`src/hdl/rrfa_pkg.sv`:
```
// Shared widths, register indexes and types of the record range filter.
`default_nettype none

package rrfa_pkg;

  localparam int EpochW      = 40;
  localparam int DelayW      = 32;
  localparam int BytesW      = 40;
  localparam int OutW        = 41;
  localparam int BoundW      = 41;
  localparam int DelayBoundW = 33;
  localparam int CntW        = 40;
  localparam int SumW        = 63;
  localparam int SumXW       = SumW + 1;
  localparam int IdxW        = 4;
  localparam int CfgDataW    = 41;

  typedef enum logic [IdxW-1:0] {
    REG_EPOCH_LOW      = 4'd0,
    REG_EPOCH_HIGH     = 4'd1,
    REG_IN_BYTES_LOW   = 4'd2,
    REG_IN_BYTES_HIGH  = 4'd3,
    REG_OUT_BYTES_LOW  = 4'd4,
    REG_OUT_BYTES_HIGH = 4'd5,
    REG_DELAY_LOW      = 4'd6,
    REG_DELAY_HIGH     = 4'd7
  } reg_idx_e;

  typedef struct packed {
    logic signed [BoundW-1:0]      epoch_low;
    logic signed [BoundW-1:0]      epoch_high;
    logic signed [BoundW-1:0]      in_bytes_low;
    logic signed [BoundW-1:0]      in_bytes_high;
    logic signed [BoundW-1:0]      out_bytes_low;
    logic signed [BoundW-1:0]      out_bytes_high;
    logic signed [DelayBoundW-1:0] delay_low;
    logic signed [DelayBoundW-1:0] delay_high;
  } bounds_t;

  typedef struct packed {
    logic [EpochW-1:0]      epoch;
    logic [DelayW-1:0]      delay;
    logic [BytesW-1:0]      in_size;
    logic signed [OutW-1:0] out_size;
  } record_t;

  // Filter verdict and addends handed to the accumulator stage
  typedef struct packed {
    logic              valid;
    logic              ok;
    logic [BytesW-1:0] in_add;
    logic [BytesW-1:0] out_add;
  } stage_t;

endpackage

`default_nettype wire

```
`src/hdl/rrfa_if.sv`:
```
// Channel interfaces: record input, result output and configuration write.
`default_nettype none

interface rrfa_rec_if;
  logic                                valid;
  logic                                ready;
  logic [rrfa_pkg::EpochW-1:0]         record_epoch;
  logic [rrfa_pkg::DelayW-1:0]         record_delay;
  logic [rrfa_pkg::BytesW-1:0]         record_in_bytes;
  logic signed [rrfa_pkg::OutW-1:0]    record_out_bytes;

  modport source (output valid, record_epoch, record_delay, record_in_bytes,
                  record_out_bytes, input ready);
  modport sink (input valid, record_epoch, record_delay, record_in_bytes,
                record_out_bytes, output ready);
endinterface

interface rrfa_res_if;
  logic                        valid;
  logic                        ready;
  logic                        accepted;
  logic [rrfa_pkg::CntW-1:0]   access_total;
  logic [rrfa_pkg::SumW-1:0]   in_bytes_total;
  logic [rrfa_pkg::SumW-1:0]   out_bytes_total;

  modport source (output valid, accepted, access_total, in_bytes_total,
                  out_bytes_total, input ready);
  modport sink (input valid, accepted, access_total, in_bytes_total,
                out_bytes_total, output ready);
endinterface

interface rrfa_cfg_if;
  logic                            valid;
  logic                            ready;
  logic [rrfa_pkg::IdxW-1:0]       index;
  logic [rrfa_pkg::CfgDataW-1:0]   data;

  modport source (output valid, index, data, input ready);
  modport sink (input valid, index, data, output ready);
endinterface

`default_nettype wire

```
`src/hdl/rrfa_cfg_regs.sv`:
```
// Bound registers, written through the configuration channel.
`default_nettype none

module rrfa_cfg_regs (
  input  wire logic                          clk_i,
  input  wire logic                          rst_ni,
  input  wire logic                          wr_i,
  input  wire logic [rrfa_pkg::IdxW-1:0]     idx_i,
  input  wire logic [rrfa_pkg::CfgDataW-1:0] data_i,
  output rrfa_pkg::bounds_t                  bounds_o
);

  rrfa_pkg::bounds_t bounds_q, bounds_d;

  always_comb begin
    bounds_d = bounds_q;
    if (wr_i) begin
      case (rrfa_pkg::reg_idx_e'(idx_i))
        rrfa_pkg::REG_EPOCH_LOW:      bounds_d.epoch_low      = data_i;
        rrfa_pkg::REG_EPOCH_HIGH:     bounds_d.epoch_high     = data_i;
        rrfa_pkg::REG_IN_BYTES_LOW:   bounds_d.in_bytes_low   = data_i;
        rrfa_pkg::REG_IN_BYTES_HIGH:  bounds_d.in_bytes_high  = data_i;
        rrfa_pkg::REG_OUT_BYTES_LOW:  bounds_d.out_bytes_low  = data_i;
        rrfa_pkg::REG_OUT_BYTES_HIGH: bounds_d.out_bytes_high = data_i;
        rrfa_pkg::REG_DELAY_LOW:
          bounds_d.delay_low  = data_i[rrfa_pkg::DelayBoundW-1:0];
        rrfa_pkg::REG_DELAY_HIGH:
          bounds_d.delay_high = data_i[rrfa_pkg::DelayBoundW-1:0];
        default: ; // unknown index: write dropped
      endcase
    end
  end

  // all bounds come out of reset disabled (-1)
  always_ff @(posedge clk_i or negedge rst_ni) begin
    if (!rst_ni) begin
      bounds_q <= '1;
    end else begin
      bounds_q <= bounds_d;
    end
  end

  assign bounds_o = bounds_q;

endmodule

`default_nettype wire

```
`src/hdl/rrfa_filter.sv`:
```
// Input register and bound checks; forms the addends for the accumulators.
`default_nettype none

module rrfa_filter (
  input  wire logic             clk_i,
  input  wire logic             rst_ni,
  input  wire logic             load_i,
  input  wire logic             take_i,
  input  wire rrfa_pkg::record_t rec_i,
  input  wire rrfa_pkg::bounds_t bounds_i,
  output rrfa_pkg::stage_t      stage_o
);

  logic              valid_q, valid_d;
  rrfa_pkg::record_t rec_q;

  logic signed [rrfa_pkg::BoundW-1:0]      epoch_s, inb_s, eff;
  logic signed [rrfa_pkg::DelayBoundW-1:0] delay_s;
  logic                                    ok;

  // a negative bound is off; low inclusive, high exclusive
  function automatic logic pass41(input logic signed [rrfa_pkg::BoundW-1:0] v,
                                  input logic signed [rrfa_pkg::BoundW-1:0] lo,
                                  input logic signed [rrfa_pkg::BoundW-1:0] hi);
    logic fail;
    fail = (!lo[rrfa_pkg::BoundW-1] && (v < lo)) ||
           (!hi[rrfa_pkg::BoundW-1] && (v >= hi));
    return !fail;
  endfunction

  function automatic logic pass33(
    input logic signed [rrfa_pkg::DelayBoundW-1:0] v,
    input logic signed [rrfa_pkg::DelayBoundW-1:0] lo,
    input logic signed [rrfa_pkg::DelayBoundW-1:0] hi);
    logic fail;
    fail = (!lo[rrfa_pkg::DelayBoundW-1] && (v < lo)) ||
           (!hi[rrfa_pkg::DelayBoundW-1] && (v >= hi));
    return !fail;
  endfunction

  always_comb begin
    valid_d = valid_q;
    if (load_i) begin
      valid_d = 1'b1;
    end else if (take_i) begin
      valid_d = 1'b0;
    end
  end

  always_ff @(posedge clk_i or negedge rst_ni) begin
    if (!rst_ni) begin
      valid_q <= 1'b0;
    end else begin
      valid_q <= valid_d;
    end
  end

  always_ff @(posedge clk_i) begin
    if (load_i) begin
      rec_q <= rec_i;
    end
  end

  always_comb begin
    epoch_s = $signed({1'b0, rec_q.epoch});
    inb_s   = $signed({1'b0, rec_q.in_size});
    delay_s = $signed({1'b0, rec_q.delay});
    ok = pass41(epoch_s, bounds_i.epoch_low, bounds_i.epoch_high) &&
         pass41(inb_s, bounds_i.in_bytes_low, bounds_i.in_bytes_high) &&
         pass41(rec_q.out_size, bounds_i.out_bytes_low, bounds_i.out_bytes_high) &&
         pass33(delay_s, bounds_i.delay_low, bounds_i.delay_high);
    // outgoing of -1 means same as incoming; other negatives add nothing
    eff = (rec_q.out_size == '1) ? inb_s : rec_q.out_size;
    stage_o.valid   = valid_q;
    stage_o.ok      = ok;
    stage_o.in_add  = rec_q.in_size;
    stage_o.out_add = eff[rrfa_pkg::BoundW-1] ? '0 : eff[rrfa_pkg::BytesW-1:0];
  end

endmodule

`default_nettype wire

```
`src/hdl/rrfa_accum.sv`:
```
// Saturating access count and byte totals; doubles as the result register.
`default_nettype none

module rrfa_accum (
  input  wire logic                       clk_i,
  input  wire logic                       rst_ni,
  input  wire rrfa_pkg::stage_t           stage_i,
  output logic                            take_o,
  output logic                            res_valid_o,
  input  wire logic                       res_ready_i,
  output logic                            accepted_o,
  output logic [rrfa_pkg::CntW-1:0]       access_total_o,
  output logic [rrfa_pkg::SumW-1:0]       in_bytes_total_o,
  output logic [rrfa_pkg::SumW-1:0]       out_bytes_total_o
);

  logic                         res_valid_q, res_valid_d;
  logic                         accepted_q;
  logic [rrfa_pkg::CntW-1:0]    cnt_q, cnt_d;
  logic [rrfa_pkg::SumW-1:0]    in_sum_q, in_sum_d, out_sum_q, out_sum_d;
  logic [rrfa_pkg::SumXW-1:0]   in_x, out_x;
  logic                         free;

  assign free   = !res_valid_q || res_ready_i;
  assign take_o = stage_i.valid && free;

  always_comb begin
    in_x  = {1'b0, in_sum_q}  + rrfa_pkg::SumXW'(stage_i.in_add);
    out_x = {1'b0, out_sum_q} + rrfa_pkg::SumXW'(stage_i.out_add);
    cnt_d     = cnt_q;
    in_sum_d  = in_sum_q;
    out_sum_d = out_sum_q;
    if (take_o && stage_i.ok) begin
      if (cnt_q != '1) begin
        cnt_d = cnt_q + rrfa_pkg::CntW'(1);
      end
      in_sum_d  = in_x[rrfa_pkg::SumW]  ? '1 : in_x[rrfa_pkg::SumW-1:0];
      out_sum_d = out_x[rrfa_pkg::SumW] ? '1 : out_x[rrfa_pkg::SumW-1:0];
    end
    res_valid_d = res_valid_q;
    if (take_o) begin
      res_valid_d = 1'b1;
    end else if (res_ready_i) begin
      res_valid_d = 1'b0;
    end
  end

  always_ff @(posedge clk_i or negedge rst_ni) begin
    if (!rst_ni) begin
      res_valid_q <= 1'b0;
      accepted_q  <= 1'b0;
      cnt_q       <= '0;
      in_sum_q    <= '0;
      out_sum_q   <= '0;
    end else begin
      res_valid_q <= res_valid_d;
      cnt_q       <= cnt_d;
      in_sum_q    <= in_sum_d;
      out_sum_q   <= out_sum_d;
      if (take_o) begin
        accepted_q <= stage_i.ok;
      end
    end
  end

  assign res_valid_o       = res_valid_q;
  assign accepted_o        = accepted_q;
  assign access_total_o    = cnt_q;
  assign in_bytes_total_o  = in_sum_q;
  assign out_bytes_total_o = out_sum_q;

  a_reject_holds: assert property (@(posedge clk_i) disable iff (!rst_ni)
    take_o && !stage_i.ok |=> $stable(cnt_q) && $stable(in_sum_q) && $stable(out_sum_q))
    else $error("totals moved on a rejected item");

  a_cnt_inc: assert property (@(posedge clk_i) disable iff (!rst_ni)
    take_o && stage_i.ok && (cnt_q != '1) |=> cnt_q == $past(cnt_q) + rrfa_pkg::CntW'(1))
    else $error("access count did not step on an accepted item");

  a_sums_monotonic: assert property (@(posedge clk_i) disable iff (!rst_ni)
    take_o |=> (in_sum_q >= $past(in_sum_q)) && (out_sum_q >= $past(out_sum_q)))
    else $error("byte total decreased");

  a_accepted_counted: assert property (@(posedge clk_i) disable iff (!rst_ni)
    res_valid_q && accepted_q |-> cnt_q != '0)
    else $error("accepted result with zero access count");

endmodule

`default_nettype wire

```
`src/hdl/record_range_filter_accumulator.sv`:
```
// Top level: record range filter with saturating access and byte totals.
//
//  channel  dir  handshake    payload
//  rec_i    in   valid/ready  record_epoch, record_delay, record_in_bytes, record_out_bytes
//  res_o    out  valid/ready  accepted, access_total, in_bytes_total, out_bytes_total
//  cfg_i    in   valid/ready  index (0..7 bound registers, others dropped), data
//
// One item per cycle sustained while res_o is ready; each item passes the input
// register, then the bound compares and saturating adders feed the result register.
// Reset clears the totals and disables all bounds; no clearing pass.
// A stall on res_o backs up through the input register to rec_i.ready.
// cfg_i is always ready; write bounds only while no item is in flight.
`default_nettype none

module record_range_filter_accumulator (
  input wire logic  clk_i,
  input wire logic  rst_ni,
  rrfa_rec_if.sink  rec_i,
  rrfa_res_if.source res_o,
  rrfa_cfg_if.sink  cfg_i
);

  rrfa_pkg::bounds_t bounds;
  rrfa_pkg::record_t rec;
  rrfa_pkg::stage_t  stage;
  logic              take;
  logic              load;

  assign cfg_i.ready = 1'b1;

  assign rec.epoch    = rec_i.record_epoch;
  assign rec.delay    = rec_i.record_delay;
  assign rec.in_size  = rec_i.record_in_bytes;
  assign rec.out_size = rec_i.record_out_bytes;

  assign rec_i.ready = !stage.valid || take;
  assign load        = rec_i.valid && rec_i.ready;

  rrfa_cfg_regs u_cfg (
    .clk_i    (clk_i),
    .rst_ni   (rst_ni),
    .wr_i     (cfg_i.valid),
    .idx_i    (cfg_i.index),
    .data_i   (cfg_i.data),
    .bounds_o (bounds)
  );

  rrfa_filter u_filter (
    .clk_i    (clk_i),
    .rst_ni   (rst_ni),
    .load_i   (load),
    .take_i   (take),
    .rec_i    (rec),
    .bounds_i (bounds),
    .stage_o  (stage)
  );

  rrfa_accum u_accum (
    .clk_i             (clk_i),
    .rst_ni            (rst_ni),
    .stage_i           (stage),
    .take_o            (take),
    .res_valid_o       (res_o.valid),
    .res_ready_i       (res_o.ready),
    .accepted_o        (res_o.accepted),
    .access_total_o    (res_o.access_total),
    .in_bytes_total_o  (res_o.in_bytes_total),
    .out_bytes_total_o (res_o.out_bytes_total)
  );

endmodule

`default_nettype wire

```
`src/flat_wrapper.sv`:
```
// flat-port wrapper written by rule: the top's interface ports become plain ports
module record_range_filter_accumulator_flat 
  (clk_i, rst_ni, rec_i_valid, rec_i_record_epoch, rec_i_record_delay, rec_i_record_in_bytes, rec_i_record_out_bytes, rec_i_ready, res_o_valid, res_o_accepted, res_o_access_total, res_o_in_bytes_total, res_o_out_bytes_total, res_o_ready, cfg_i_valid, cfg_i_index, cfg_i_data, cfg_i_ready);
  rrfa_rec_if rec_i_i ();
  rrfa_res_if res_o_i ();
  rrfa_cfg_if cfg_i_i ();
  input wire logic clk_i;
  input wire logic rst_ni;
  input wire logic [$bits(rec_i_i.valid)-1:0] rec_i_valid;
  input wire logic [$bits(rec_i_i.record_epoch)-1:0] rec_i_record_epoch;
  input wire logic [$bits(rec_i_i.record_delay)-1:0] rec_i_record_delay;
  input wire logic [$bits(rec_i_i.record_in_bytes)-1:0] rec_i_record_in_bytes;
  input wire logic [$bits(rec_i_i.record_out_bytes)-1:0] rec_i_record_out_bytes;
  output wire logic [$bits(rec_i_i.ready)-1:0] rec_i_ready;
  output wire logic [$bits(res_o_i.valid)-1:0] res_o_valid;
  output wire logic [$bits(res_o_i.accepted)-1:0] res_o_accepted;
  output wire logic [$bits(res_o_i.access_total)-1:0] res_o_access_total;
  output wire logic [$bits(res_o_i.in_bytes_total)-1:0] res_o_in_bytes_total;
  output wire logic [$bits(res_o_i.out_bytes_total)-1:0] res_o_out_bytes_total;
  input wire logic [$bits(res_o_i.ready)-1:0] res_o_ready;
  input wire logic [$bits(cfg_i_i.valid)-1:0] cfg_i_valid;
  input wire logic [$bits(cfg_i_i.index)-1:0] cfg_i_index;
  input wire logic [$bits(cfg_i_i.data)-1:0] cfg_i_data;
  output wire logic [$bits(cfg_i_i.ready)-1:0] cfg_i_ready;
  assign rec_i_i.valid = rec_i_valid;
  assign rec_i_i.record_epoch = rec_i_record_epoch;
  assign rec_i_i.record_delay = rec_i_record_delay;
  assign rec_i_i.record_in_bytes = rec_i_record_in_bytes;
  assign rec_i_i.record_out_bytes = rec_i_record_out_bytes;
  assign rec_i_ready = rec_i_i.ready;
  assign res_o_valid = res_o_i.valid;
  assign res_o_accepted = res_o_i.accepted;
  assign res_o_access_total = res_o_i.access_total;
  assign res_o_in_bytes_total = res_o_i.in_bytes_total;
  assign res_o_out_bytes_total = res_o_i.out_bytes_total;
  assign res_o_i.ready = res_o_ready;
  assign cfg_i_i.valid = cfg_i_valid;
  assign cfg_i_i.index = cfg_i_index;
  assign cfg_i_i.data = cfg_i_data;
  assign cfg_i_ready = cfg_i_i.ready;
  record_range_filter_accumulator u_core (.clk_i(clk_i), .rst_ni(rst_ni), .rec_i(rec_i_i), .res_o(res_o_i), .cfg_i(cfg_i_i));
endmodule
```
`config.mk`:
```
export PLATFORM = sky130hd
export DESIGN_NAME = record_range_filter_accumulator_flat
export DESIGN_NICKNAME = d
export VERILOG_FILES = /design/src/hdl/rrfa_pkg.sv /design/src/hdl/rrfa_if.sv /design/src/hdl/rrfa_cfg_regs.sv /design/src/hdl/rrfa_filter.sv /design/src/hdl/rrfa_accum.sv /design/src/hdl/record_range_filter_accumulator.sv /design/src/flat_wrapper.sv
export SDC_FILE = /design/constraint.sdc
export NUM_CORES = 1
export LEC_CHECK = 0
export BUFFER_PORTS_ARGS = -buffer_cell sky130_fd_sc_hd__buf_2
export CAP_MARGIN = 30
export CORE_ASPECT_RATIO = 0.6
export CORE_MARGIN = 3
export CORE_UTILIZATION = 50
export DETAILED_ROUTE_END_ITERATION = 8
export PLACE_DENSITY = 0.73
export RECOVER_POWER = 100
export SYNTH_ARGS = -nofsm -noshare
export SYNTH_HDL_FRONTEND = slang
export SYNTH_SLANG_ARGS = --single-unit
```
`constraint.sdc`:
```
create_clock -name clk_i -period 6.3 [get_ports clk_i]
set_clock_uncertainty 0.1 [all_clocks]
set_input_delay 0 -clock clk_i [delete_from_list [all_inputs] [get_ports clk_i]]
set_output_delay 0 -clock clk_i [all_outputs]
set_load 0.01 [all_outputs]
```
# Yosys cells after proc, flatten, opt, wreduce, memory -nomap -nowiden
# Index checks and enable logic that the tools add are counted.
# word_totals
register_bits	634
in_bits	203
word_cells	92
# classes
n_mux	8
order_cmp	8
n_reduce_logical	46
n_addsub	3
eq_ne	9
# ops
op	n
$add 63x40->64	2
$mux 63	2
$ge 41x41->1	3
$lt 41x41->1	3
$eq 41x41->1 const B	1
$mux 41	1
$add 40x1->40 const B	1
$mux 40	1
$ne 40x40->1 const B	1
$ge 33x33->1	1
$lt 33x33->1	1
$reduce_and 2->1	9
$eq 4x3->1 const B	4
$logic_and 1x1->1	14
$logic_not 1->1	14
$eq 4x2->1 const B	2
$logic_or 1x1->1	6
$eq 4x1->1 const B	1
$logic_not 4->1	1
$mux 1	4
$reduce_bool 2->1	2

# Logic depth before layout (Yosys ltp)
# depth
ltp_word	9
depth_mapped	21
ltp_nobuf	19

# Hierarchy
# From an unflattened synthesis, not the netlist that was laid out.
# hier_totals
hier_cells	3381
area_unflattened_um2	37061.8
# by_module_without_submodules
module	area_per_inst_um2	seq_area_each_um2	instances	cells_per_inst
rrfa_filter	13180.1	4619.4	1	1393
rrfa_cfg_regs	12166.7	8197.9	1	670
rrfa_accum	11681.2	4204.0	1	1314
record_range_filter_accumulator	33.8	0.0	1	4

# Least setup slack after synthesis
# No wires, ideal clock.
# synth_path
path_kind	flip-flop to flip-flop
start	register u_core.u_accum.res_valid_q, in the netlist u_core.u_accum.res_valid_o
end	register u_core.u_filter.rec_q (netlist bit u_core.u_filter.delay_s[0]) (enable)
setup_ps	531
stages_incl_launch_ff	3
slack_ps	1528
path_buffers	0
arrival_ps	4141
path_cell_list	dfrtp_1 > nand3b_1 > and2_1
# synth_via
elab_chain_cells	5
# synth_rtl
item	line	rtl
start: declaration	rrfa_accum.sv:17	logic res_valid_q, res_valid_d;
start signal: assignment	rrfa_accum.sv:56	res_valid_q <= res_valid_d;
$logic_not 1->1	rrfa_accum.sv:24	assign free = !res_valid_q || res_ready_i;
$logic_or 1x1->1	rrfa_accum.sv:24	
$logic_and 1x1->1	rrfa_accum.sv:25	assign take_o = stage_i.valid && free;
$logic_or 1x1->1	record_range_filter_accumulator.sv:36	assign rec_i.ready = !stage.valid || take;
net rec_i_ready	flat_wrapper.sv:14	output wire logic [$bits(rec_i_i.ready)-1:0] rec_i_ready;
$logic_and 1x1->1	record_range_filter_accumulator.sv:37	assign load = rec_i.valid && rec_i.ready;
net u_core.load	record_range_filter_accumulator.sv:27	logic load;
end signal: assignment	rrfa_filter.sv:60	rec_q <= rec_i;
end: declaration	rrfa_filter.sv:15	rrfa_pkg::record_t rec_q;
# The timed path passes the listed nets, and every way through them passes these cells.
# A chain may end at the register's enable or synchronous reset.

# Worst setup path in the final report
# layout_path
start	register u_core.u_filter.rec_q (netlist bit u_core.u_filter.stage_o[74])
end	register u_core.u_accum.in_sum_q (netlist bit u_core.u_accum.in_bytes_total_o[29])
# layout_via
elab_chain_cells	8
# layout_rtl
item	line	rtl
$lt 41x41->1 or $ge 41x41->1 (tied branches)	rrfa_filter.sv:26, rrfa_filter.sv:27	
$logic_and 1x1->1, on equally long branches	rrfa_filter.sv:26, rrfa_filter.sv:27	
$logic_or 1x1->1	rrfa_filter.sv:26	fail = (!lo[rrfa_pkg::BoundW-1] && (v < lo)) ||
$logic_not 1->1	rrfa_filter.sv:28	return !fail;
$logic_and 1x1->1	rrfa_filter.sv:68	ok = pass41(epoch_s, bounds_i.epoch_low, bounds_i.epoch_high) &&
$logic_and 1x1->1	rrfa_filter.sv:69	pass41(inb_s, bounds_i.in_bytes_low, bounds_i.in_bytes_high) &&
$logic_and 1x1->1	rrfa_filter.sv:70	pass41(rec_q.out_size, bounds_i.out_bytes_low, bounds_i.out_bytes_high) &&
$logic_and 1x1->1	rrfa_accum.sv:33	if (take_o && stage_i.ok) begin
end signal: assignment	rrfa_accum.sv:58	in_sum_q <= in_sum_d;
end: declaration	rrfa_accum.sv:20	logic [rrfa_pkg::SumW-1:0] in_sum_q, in_sum_d, out_sum_q, out_sum_d;
# Parallel ways exist; a longest one is shown, timed or not.

==> reports/qor.txt <==
Setup crit end kind = flip-flop
Slew Limit Fails = 1024
I/O Buffers = 371
Fill cells = 5737
Post-route insts no fill = 5109
Area grow syn2layout = 22.2%
Main combinational cell family by area after synthesis = adder cells
Ys flop type = dfstp_2
Worst Path Required = 6.72 ns
Area of the core = 70200 µm²
GRT Total Usage = 0.281
# DRC = 0
Most frequent cells in the layout = ha_1 (383), inv_1 (376), nand2_1 (355)
XOR/XNOR Fraction of Synth Area = 0.0285
Synth async-reset ratio = 0.759
Syn Area/Cell = 10.4 µm²
Maxcap violations = 13
Initial cell density of the core = 0.507
Mux contribution to synthesized area = 0.0616
Commonest non-fill, non-tap cell in the layout = ha_1
I/O pin total = 373
Adder-cell share of the synthesized area = 0.136
Synth Area in Compound Gates = 0.131
Post-CTS Setup Bufs = 0
GPL Wtd Cong = 0.957
Final period utilization = 0.957
Worst skew pair latency = 0.66 ns
TritonCTS buffer count = 61
Hold WC Path Type = input pin to flip-flop
Distinct cells, synth = 75
Post-DP HPWL = 75700 µm
Initial antenna violation count = 6
Min Tclk post-route = 6.03 ns
Area after DPL = 38600 µm²
PnR worst setup slack = 0.268 ns
CTS H-Tree Depth = 2
Die X = 351 µm
Power Dens Cells = 333 nW/µm²
Die H = 213 µm
Multi-input combinational cell area = 16800 µm²
Design area = 43500 µm²
Clock sink total = 634
Clock transition at path regs = 0.07 ns
Pwr Total = 14.5 mW
Worst hold margin = 0.0286 ns
Worst Path Arrival = 6.45 ns
Synth Cell Area = 35600 µm²
RSZ-0062 raised after global routing = no
Final core utilization = 0.620
DR vias = 28797
Placed cells = 4658
Drt total wl = 107000 µm
DR pass1 iterations = 6
Global route overflow = 0
Clk buf depth = 3
Syn Nets = 4015
Critical Path Fanout Max = 29
FF-to-FF path depth = 12
Peak supply drop = 0.000277 V
Fin. Hold Viols = 0
Worst slack, placed = 0.452 ns
Hold path cells = 2
Setup tns final = 0 ns
Synthesis warning total = 0
Failing checks = max-capacitance violations, max-slew violations
Outcome = finished with violations
Cells after synthesis = 3427
Root buf cell = clkbuf_16
Register area = 17000 µm²
Setup-failing EPs final = 0
Detailed Route Iter0 Violations = 2426
Fin nets = 4717
Number of flops mapped to enable cells by yosys = 153
Pin count of the biggest net entering global routing = 154
Critical path class = flip-flop to flip-flop
Synth Area in Simple Gates = 0.114
Row Count = 75
Via/cell ratio = 5.64
Critical Path Start Type = flip-flop
Detail Route Antenna Nets = 0
Tightest Pin Transition = 4.63 ns
Seq/Total Area, Yosys = 0.478
Fmax = 166 MHz
Post-synthesis register bit count = 634
First-pass GRT wire length = 162000 µm
CTS tree = done
Layout cells sized above 1 = 0.193
Leakage power = 19.4 nW
Max transition margin = -2.08
Vias in the first global route = 27741
Die Footprint = 74600 µm²
Avg WL per Cell = 20.9 µm
==> layout make-up <==
cell class	count	share of cell area
timing repair buffer	736	0.118
antenna	4	0.000230
sequential	634	0.391
clock inverter	25	0.00489
multi-input combinational	2320	0.385
tap	924	0.0266
clock buffer	90	0.0416
inverter	376	0.0324
==> critical path: stages (launching register included) <==
cell and delay [ns]:
edfxtp_1 0.52, ha_1 0.36, a211oi_1 0.24, nor2_1 0.08, o21a_1 0.17, o211ai_1 0.63
o311ai_0 0.61, or4_2 0.78, nor4_1 0.61, and3_4 0.62, clkbuf_1 0.45, nand2_1 0.41
o22a_1 0.29
==> repair_timing <==
item	in CTS	in global routing
hold buffers	331	0
resized for setup	0	2
hold endpoints to repair	564	0
setup endpoints to repair	0	51
==> cells by family (layout without fill, tap and decap cells) <==
family | Yosys count | in the layout
xor gates and xnor gates | 116 | 116
and+or+nand+nor | 852 | 852
other | 1 | 5
AOI/OAI and AO/OA | 772 | 772
DFF | 634 | 634
buffers and inverters | 473 | 1227
muxes | 194 | 194
adders and majority gates | 385 | 385
==> power by group <==
part	internal (mW)	leakage, nW	switching, mW
Combinational	2.03	11.4	2.81
Clock	2.11	1.01	1.68
Sequential	5.35	7.01	0.500
Total	9.50	19.4	4.99
==> routing by layer <==
layer / global-route usage / wire [µm]
met5: 0 / 13
met4: 0.0653 / 2550
met3: 0.0885 / 10300
met2: 0.413 / 45400
met1: 0.406 / 48300
==> cell usage after synthesis, types with 18 or more instances <==
cell | count | area (µm²)
o21ai_0 | 264 | 1320
and3_1 | 41 | 257
nor2_1 | 149 | 559
clkbuf_1 | 58 | 218
a21oi_1 | 230 | 1150
xor2_1 | 53 | 464
ha_1 | 383 | 4790
nand4_1 | 87 | 544
mux2_2 | 187 | 2110
nor4_1 | 18 | 113
o22a_1 | 41 | 359
xnor2_1 | 63 | 552
inv_1 | 376 | 1410
a211oi_1 | 24 | 180
nor2b_1 | 22 | 138
dfrtp_1 | 169 | 4230
edfxtp_1 | 153 | 4590
nor3_1 | 27 | 135
a21o_1 | 65 | 488
dfstp_2 | 312 | 8200
nand3_1 | 73 | 365
buf_2 | 19 | 95.1
nand2_1 | 355 | 1330
a31oi_1 | 30 | 188
==> path summary, 6_finish.rpt <==
path / startpoint / end / slack (ns)
max reg2reg: u_core.u_filter.stage_o[74] / u_core.u_accum.in_bytes_total_o[29] / 0.27
max: u_core.u_filter.stage_o[74] / u_core.u_accum.in_bytes_total_o[29] / 0.27
max in group asynchronous: rst_ni / u_core.u_accum.in_bytes_total_o[33] / 1.09
min reg2reg: u_core.u_accum.accepted_o / u_core.u_accum.accepted_o / 0.38
min in group asynchronous: rst_ni / u_core.u_cfg.bounds_o[222] / 1.38
min: rec_i_record_out_bytes[11] / u_core.u_filter.rec_q[11] / 0.03
==> registers in the layout, summed over array words and instances, names as in the netlist <==
name	count
u_core.u_accum.access_total_o	40
u_core.u_accum.res_valid_o	1
u_core.u_filter.stage_o	40
u_core.u_cfg.bounds_o	312
u_core.u_accum.accepted_o	1
u_core.u_filter.epoch_s	40
u_core.u_accum.in_bytes_total_o	63
u_core.u_accum.out_bytes_total_o	63
u_core.u_filter.rec_q	41
u_core.u_filter.delay_s	32
u_core.u_filter.valid_q	1
Note: power is estimated with default switching activity, not from simulation.
